[src/cdd_pkg.sv]
`default_nettype none

package cdd_pkg;

  localparam int YEAR_W  = 14;
  localparam int MONTH_W = 4;
  localparam int DAY_W   = 5;

  // calendar codes
  localparam logic [MONTH_W-1:0] MONTH_JAN = 4'd1;
  localparam logic [MONTH_W-1:0] MONTH_FEB = 4'd2;
  localparam logic [MONTH_W-1:0] MONTH_APR = 4'd4;
  localparam logic [MONTH_W-1:0] MONTH_JUN = 4'd6;
  localparam logic [MONTH_W-1:0] MONTH_SEP = 4'd9;
  localparam logic [MONTH_W-1:0] MONTH_NOV = 4'd11;
  localparam logic [MONTH_W-1:0] MONTH_DEC = 4'd12;

  localparam logic [YEAR_W-1:0]  YEAR_MIN = 14'd1;
  localparam logic [YEAR_W-1:0]  YEAR_MAX = 14'd9999;
  localparam logic [DAY_W-1:0]   DAY_MIN  = 5'd1;
  localparam logic [DAY_W-1:0]   DAY_FEB_SHORT = 5'd28;
  localparam logic [DAY_W-1:0]   DAY_FEB_LEAP  = 5'd29;
  localparam logic [DAY_W-1:0]   DAY_SHORT_MONTH = 5'd30;
  localparam logic [DAY_W-1:0]   DAY_LONG_MONTH  = 5'd31;

  // divisibility by 25 via the inverse of 25 modulo 2^14
  localparam logic [YEAR_W-1:0]  LEAP_INV25     = 14'd7209;
  localparam logic [YEAR_W-1:0]  LEAP_DIV25_MAX = 14'd655;

  // cleaned date with its leap flag
  typedef struct packed {
    logic [YEAR_W-1:0]  year;
    logic [MONTH_W-1:0] month;
    logic [DAY_W-1:0]   day;
    logic               leap;
  } date_t;

  // gregorian leap test: div by 4, and not by 100 unless by 400
  function automatic logic is_leap(input logic [YEAR_W-1:0] y);
    logic [2*YEAR_W-1:0] prod;
    logic                div25;
    prod  = {{YEAR_W{1'b0}}, y} * {{YEAR_W{1'b0}}, LEAP_INV25};
    div25 = (prod[YEAR_W-1:0] <= LEAP_DIV25_MAX);
    return (y[1:0] == 2'b00) && (!div25 || (y[3:0] == 4'b0000));
  endfunction

  // days in a month
  function automatic logic [DAY_W-1:0] month_len(input logic leap,
                                                 input logic [MONTH_W-1:0] m);
    logic [DAY_W-1:0] len;
    unique case (m)
      MONTH_FEB: len = leap ? DAY_FEB_LEAP : DAY_FEB_SHORT;
      MONTH_APR, MONTH_JUN, MONTH_SEP, MONTH_NOV: len = DAY_SHORT_MONTH;
      default: len = DAY_LONG_MONTH;
    endcase
    return len;
  endfunction

endpackage

`default_nettype wire

[src/cdd_clean.sv]
`default_nettype none

module cdd_clean
  import cdd_pkg::*;
(
  input  wire logic [YEAR_W-1:0]  year,
  input  wire logic [MONTH_W-1:0] month,
  input  wire logic [DAY_W-1:0]   day,
  output date_t                   date
);

  logic [YEAR_W-1:0]  yy;
  logic [MONTH_W-1:0] mm;
  logic               leap;
  logic [DAY_W-1:0]   len;

  // clamp year and month into range
  always_comb begin
    if (year < YEAR_MIN) begin
      yy = YEAR_MIN;
    end else if (year > YEAR_MAX) begin
      yy = YEAR_MAX;
    end else begin
      yy = year;
    end
    if (month < MONTH_JAN) begin
      mm = MONTH_JAN;
    end else if (month > MONTH_DEC) begin
      mm = MONTH_DEC;
    end else begin
      mm = month;
    end
  end

  assign leap = is_leap(yy);
  assign len  = month_len(leap, mm);

  // clamp day to at least 1 and at most the month length
  always_comb begin
    date.year  = yy;
    date.month = mm;
    date.leap  = leap;
    if (day < DAY_MIN) begin
      date.day = DAY_MIN;
    end else if (day > len) begin
      date.day = len;
    end else begin
      date.day = day;
    end
  end

endmodule

`default_nettype wire

[src/cdd_diff.sv]
`default_nettype none

module cdd_diff
  import cdd_pkg::*;
(
  input  wire date_t              date_a,
  input  wire date_t              date_b,
  output logic [YEAR_W-1:0]       years,
  output logic [MONTH_W-1:0]      months,
  output logic [DAY_W-1:0]        days
);

  logic               a_later;
  date_t              from_d;
  date_t              to_d;
  logic [DAY_W-1:0]   anchor;
  logic               day_borrow;
  logic               year_borrow;
  logic [MONTH_W-1:0] prev_month;
  logic [DAY_W-1:0]   prev_len;
  logic [DAY_W-1:0]   start_day;
  logic [MONTH_W-1:0] months_raw;

  // order the dates so the earlier one is the anchor
  assign a_later = (date_a.year != date_b.year)   ? (date_a.year > date_b.year) :
                   (date_a.month != date_b.month) ? (date_a.month > date_b.month) :
                                                    (date_a.day > date_b.day);
  assign from_d = a_later ? date_b : date_a;
  assign to_d   = a_later ? date_a : date_b;

  // feb 29 start counts as feb 28 in a common end year
  assign anchor = (from_d.month == MONTH_FEB && from_d.day == DAY_FEB_LEAP && !to_d.leap)
                  ? DAY_FEB_SHORT : from_d.day;

  assign day_borrow  = (to_d.day < anchor);
  assign year_borrow = (to_d.month < from_d.month) ||
                       ((to_d.month == from_d.month) && day_borrow);

  // whole years and months
  assign years = to_d.year - from_d.year - {{(YEAR_W-1){1'b0}}, year_borrow};
  assign months_raw = year_borrow ? (to_d.month + MONTH_DEC - from_d.month)
                                  : (to_d.month - from_d.month);
  assign months = months_raw - {{(MONTH_W-1){1'b0}}, day_borrow};

  // remaining days, counted within the month before the end date when a day is borrowed
  assign prev_month = (to_d.month == MONTH_JAN) ? MONTH_DEC : (to_d.month - 4'd1);
  assign prev_len   = month_len(to_d.leap, prev_month);
  assign start_day  = (anchor > prev_len) ? prev_len : anchor;
  assign days = day_borrow ? (prev_len - start_day + to_d.day) : (to_d.day - anchor);

endmodule

`default_nettype wire

[src/calendar_date_difference.sv]
// calendar date difference: years, months and days between two dates
// throughput: one word per cycle; busy stays low outside reset
// the single pass is input register -> clean/compare/subtract -> result register
// reset (rst_n low, synchronous) drops pending words; busy is high while in reset
`default_nettype none

module calendar_date_difference
  import cdd_pkg::*;
(
  input  wire logic               clk,
  input  wire logic               rst_n,
  input  wire logic               start,
  output logic                    busy,
  input  wire logic [YEAR_W-1:0]  in_first_year,
  input  wire logic [MONTH_W-1:0] in_first_month,
  input  wire logic [DAY_W-1:0]   in_first_day,
  input  wire logic [YEAR_W-1:0]  in_second_year,
  input  wire logic [MONTH_W-1:0] in_second_month,
  input  wire logic [DAY_W-1:0]   in_second_day,
  output logic                    out_valid,
  output logic [YEAR_W-1:0]       out_elapsed_years,
  output logic [MONTH_W-1:0]      out_elapsed_months,
  output logic [DAY_W-1:0]        out_elapsed_days
);

  logic               in_valid_r;
  logic [YEAR_W-1:0]  a_year_r;
  logic [MONTH_W-1:0] a_month_r;
  logic [DAY_W-1:0]   a_day_r;
  logic [YEAR_W-1:0]  b_year_r;
  logic [MONTH_W-1:0] b_month_r;
  logic [DAY_W-1:0]   b_day_r;

  date_t              date_a;
  date_t              date_b;
  logic [YEAR_W-1:0]  years_nxt;
  logic [MONTH_W-1:0] months_nxt;
  logic [DAY_W-1:0]   days_nxt;

  logic               out_valid_r;
  logic [YEAR_W-1:0]  years_r;
  logic [MONTH_W-1:0] months_r;
  logic [DAY_W-1:0]   days_r;

  assign busy = ~rst_n;

  // input register
  always_ff @(posedge clk) begin
    if (!rst_n) begin
      in_valid_r <= 1'b0;
    end else begin
      in_valid_r <= start;
    end
    a_year_r  <= in_first_year;
    a_month_r <= in_first_month;
    a_day_r   <= in_first_day;
    b_year_r  <= in_second_year;
    b_month_r <= in_second_month;
    b_day_r   <= in_second_day;
  end

  // date cleanup
  cdd_clean u_clean_a (
    .year  (a_year_r),
    .month (a_month_r),
    .day   (a_day_r),
    .date  (date_a)
  );

  cdd_clean u_clean_b (
    .year  (b_year_r),
    .month (b_month_r),
    .day   (b_day_r),
    .date  (date_b)
  );

  // difference
  cdd_diff u_diff (
    .date_a (date_a),
    .date_b (date_b),
    .years  (years_nxt),
    .months (months_nxt),
    .days   (days_nxt)
  );

  // result register
  always_ff @(posedge clk) begin
    if (!rst_n) begin
      out_valid_r <= 1'b0;
    end else begin
      out_valid_r <= in_valid_r;
    end
    years_r  <= years_nxt;
    months_r <= months_nxt;
    days_r   <= days_nxt;
  end

  assign out_valid          = out_valid_r;
  assign out_elapsed_years  = years_r;
  assign out_elapsed_months = months_r;
  assign out_elapsed_days   = days_r;

endmodule

`default_nettype wire

[config.mk]
export PLATFORM = sky130hd
export DESIGN_NAME = calendar_date_difference
export DESIGN_NICKNAME = d
export VERILOG_FILES = /design/src/cdd_pkg.sv /design/src/cdd_clean.sv /design/src/cdd_diff.sv /design/src/calendar_date_difference.sv
export SDC_FILE = /design/constraint.sdc
export NUM_CORES = 1
export LEC_CHECK = 0
export ABC_AREA = 1
export CAP_MARGIN = 20
export CELL_PAD_IN_SITES_DETAIL_PLACEMENT = 0
export CELL_PAD_IN_SITES_GLOBAL_PLACEMENT = 2
export CORE_AREA = 2 2 135 137
export CTS_CLUSTER_SIZE = 24
export DETAILED_ROUTE_END_ITERATION = 6
export DIE_AREA = 0 0 137 139
export DONT_BUFFER_PORTS = 1
export PLACE_DENSITY_LB_ADDON = 0.1
export RECOVER_POWER = 100
export REMOVE_ABC_BUFFERS = 1
export SETUP_SLACK_MARGIN = 0.15
export SLEW_MARGIN = 20
export SYNTH_ARGS = -nofsm -noshare
export SYNTH_HDL_FRONTEND = slang
export SYNTH_SLANG_ARGS = --single-unit
export TNS_END_PERCENT = 20
[constraint.sdc]
create_clock -name clk -period 21.2 [get_ports clk]
set_input_delay 4.24 -clock clk [delete_from_list [all_inputs] [get_ports clk]]
set_output_delay 4.24 -clock clk [all_outputs]
set_load 0.01 [all_outputs]
==> results.py <==
metrics = {
    "timing": {
        "fin_crit_sh_pct": 65.5,
        "worst_pin_slew_ps": 1490,
        "rsz0062_at_grt": "false",
        "maxSlewHeadroom_pct": 0.214,
        "slew_viol_final": 0,
        "fin_hold_ws_ps": 415,
        "max_freq_mhz": 72.1,
        "tns_ps": 0,
        "finalHoldViolCount": 0,
        "setup_violations": 0,
        "period_minus_slack_ps": 13880,
        "clock_skew_ps": 9.25,
        "layout_setup_ws_ps": 7320,
    },
    "cts": {
        "hold_buffers": 0,
        "cts_resized": 0,
        "path_clk_slew_ps": 70,
        "cts_buffer_depth": 2,
        "postCtsSetupBuffers": 0,
        "ctsHtreeMaxLevel": 3,
        "numCtsBuffers": 9,
        "cts_tree": "built",
        "cts_sinks": 71,
        "worstSkewPairLatency_ps": 350,
        "cts_root_buffer": "clkbuf_16",
    },
    "critical_path": {
        "r2r_end": "out_elapsed_years[12]",
        "path_common_cell": "nand2_1",
        "critPathArrivalTime_ps": 14160,
        "r2r_start": "b_year_r[7]",
        "max_stage_delay_ps": 1080,
        "endpoint_kind": "flip-flop",
        "rrSetupSlack_ps": 7320,
        "cp_max_fo": 45,
        "crit_type": "reg -> reg",
        "rr_worst_depth": 73,
        "critPathSlowestCell": "nand2_1",
        "crit_required_ps": 21480,
        "critPathLaunchType": "flip-flop",
    },
    "route": {
        "drt_pass1_iterations": 5,
        "vias": 5854,
        "wl_um": 19000,
        "drt-initial-drc-count": 266,
        "viasPerCell": 4.88,
        "ant_nets": 0,
        "drc": 0,
        "wire_per_inst_um": 15.9,
    },
    "yosys": {
        "synth-compound-area-share_pct": 10.3,
        "syn_avg_cell_area_um2": 7.40,
        "synth_cells": 965,
        "synthTopCellsByArea": "ha_1 (23%), dfxtp_1 (20%), inv_1 (11%), nand2_1 (9.0%), fa_1 (7.9%)",
        "synth_top_cell_by_area": "ha_1",
        "synth-simple-area-share_pct": 20.4,
        "yosysSeqAreaShare_pct": 19.9,
        "synth_top_family_by_area": "adder cells",
        "ys_types": 40,
        "synth_edf_count": 0,
        "yosysMostFrequentCell": "inv_1",
        "synth_xor_area_share_pct": 5.64,
        "synth_seq_cells": 71,
        "yosys_warnings": 0,
        "ys.flop_type": "dfxtp_1",
        "synth_fa_ha_area_share_pct": 31.2,
        "synth_commonest_cells": "inv_1 (214), nand2_1 (172), ha_1 (133)",
        "synth.area.mux_share_pct": 0.140,
        "async_flop_share_pct": 0,
        "syn_area_um2": 7140,
        "yosysTopAreaCellShare_pct": 23.3,
    },
    "pwr": {
        "pwr-share-clk_pct": 21.1,
        "power.switching_mw": 0.332,
        "seqPwrFrac_pct": 25.6,
        "max-vdd-ir-drop_mv": 0.0582,
        "pwr-share-comb_pct": 53.4,
        "p_int_mw": 0.401,
        "switching_share_pct": 45.4,
        "power_density_nw_per_um2": 96.1,
        "p_leak_nw": 4.17,
    },
    "cells_and_area": {
        "syn_to_final_growth_pct": 6.87,
        "drive_gt1_share_pct": 5.26,
        "final_area_um2": 7630,
        "nets": 1174,
        "fin_cells": 1199,
    },
    "floorplan": {
        "rows": 49,
        "die_h_um": 139,
        "die_area_um2": 19000,
        "io-pin-count": 74,
        "core_um2": 17700,
        "die_w_um": 137,
        "start_util_pct": 40.4,
    },
    "global_routing": {
        "grtUsageTotal_pct": 20.8,
        "grt_pass1_wl_um": 30300,
        "grt_max_degree": 46,
        "antenna_found_initial": 1,
        "grt_pass1_vias": 5722,
        "grt_overflow_total": 0,
    },
    "run_status": {
        "outcome": "finished with violations",
        "violations": "capacitance limit",
    },
    "placed_design": {
        "place_congestion": 0.946,
        "pre_cts_ws_ps": 9070,
        "postPlaceCellArea_um2": 7360,
        "post-dp-hpwl_um": 16200,
        "place.port_buffers": 0,
        "dp.cells": 1182,
    },
    "hold_path": {
        "hold_class": "reg -> reg",
        "min_to": "out_valid",
        "hold_start": "in_valid_r",
        "min_path_cells": 2,
    },
    "run": {
        "cap_viol_max_count": 1,
    },
}
==> per-stage QoR <==
step                total power [mW]  utilization, %
finish                         0.733            43.2
global route                   0.813            43.2
CTS                            0.746            43.4
detailed placement             0.585            41.7
global placement               0.580            41.7
floorplan                      0.491               -
==> cells in the final DEF (no fill, tap or decap), drive strengths merged, types with 17 or more instances in the layout <==
cell type	synthesis	layout
a21oi	49	49
dfxtp	71	71
fa	28	28
ha	133	133
inv	218	223
nand2	185	185
nand3	46	46
nor2	51	51
o21ai	67	67
xnor2	17	17
xor2	29	29
==> power by group through the flow <==
stage | sequential [mW] | combinational (mW) | clock, mW
2_1_floorplan | 0.186 | 0.304 | 0
3_3_place_gp | 0.191 | 0.389 | 0
3_5_place_dp | 0.190 | 0.394 | 0
4_1_cts | 0.188 | 0.398 | 0.160
5_1_grt | 0.191 | 0.457 | 0.164
6_report | 0.187 | 0.391 | 0.154
==> flip-flops by register name, indices dropped and copies added (netlist names) <==
signal / flops
a_day_r: 5
a_month_r: 4
a_year_r: 14
b_day_r: 5
b_month_r: 4
b_year_r: 14
in_valid_r: 1
out_elapsed_days: 5
out_elapsed_months: 4
out_elapsed_years: 14
out_valid: 1
==> cell families after synthesis <==
group | Yosys count
flops | 71
fa+ha+maj | 161
simple gates | 324
buf+inv | 231
compound gates | 131
xor+xnor | 46
mux | 1
==> how the worst max path moves through the flow <==
stage           startpoint               endpoint  depth (start not counted)
2_1_floorplan  b_year_r[5]  out_elapsed_years[12]                         73
3_3_place_gp   b_year_r[5]  out_elapsed_years[12]                         74
3_5_place_dp   b_year_r[7]  out_elapsed_years[12]                         73
4_1_cts        b_year_r[7]  out_elapsed_years[12]                         73
5_1_grt        b_year_r[7]  out_elapsed_years[12]                         73
6_report       b_year_r[7]  out_elapsed_years[12]                         73
==> critical path: cells and delay by family, from the launching register on <==
kind	cells	cell delay [ps]
AO/OA/AOI/OAI	13	1890
XOR/XNOR	1	170
adder cells (fa/ha/maj)	11	3960
buffers and inverters	10	1960
flip-flops	1	310
AND/OR/NAND/NOR	38	5470
==> layer usage <==
layer  GRT usage, %  wire length (µm)  vias up
met5              0                 0        -
met4           5.75               361        0
met3           3.51               678       21
met2           33.3              8580      111
met1           28.7              9390     2656
li1               -                 -     3066
==> area by class of cell <==
cell class | instances | area [µm²]
Sequential cell | 71 | 1420
Fill cell | 1863 | 10000
Tap cell | 229 | 287
Timing Repair Buffer | 1 | 3.75
Multi-Input combinational cell | 663 | 4800
Antenna cell | 1 | 2.50
Inverter | 218 | 818
Clock buffer | 9 | 225
Clock inverter | 7 | 73.8
(Power assumes the default switching activity.)
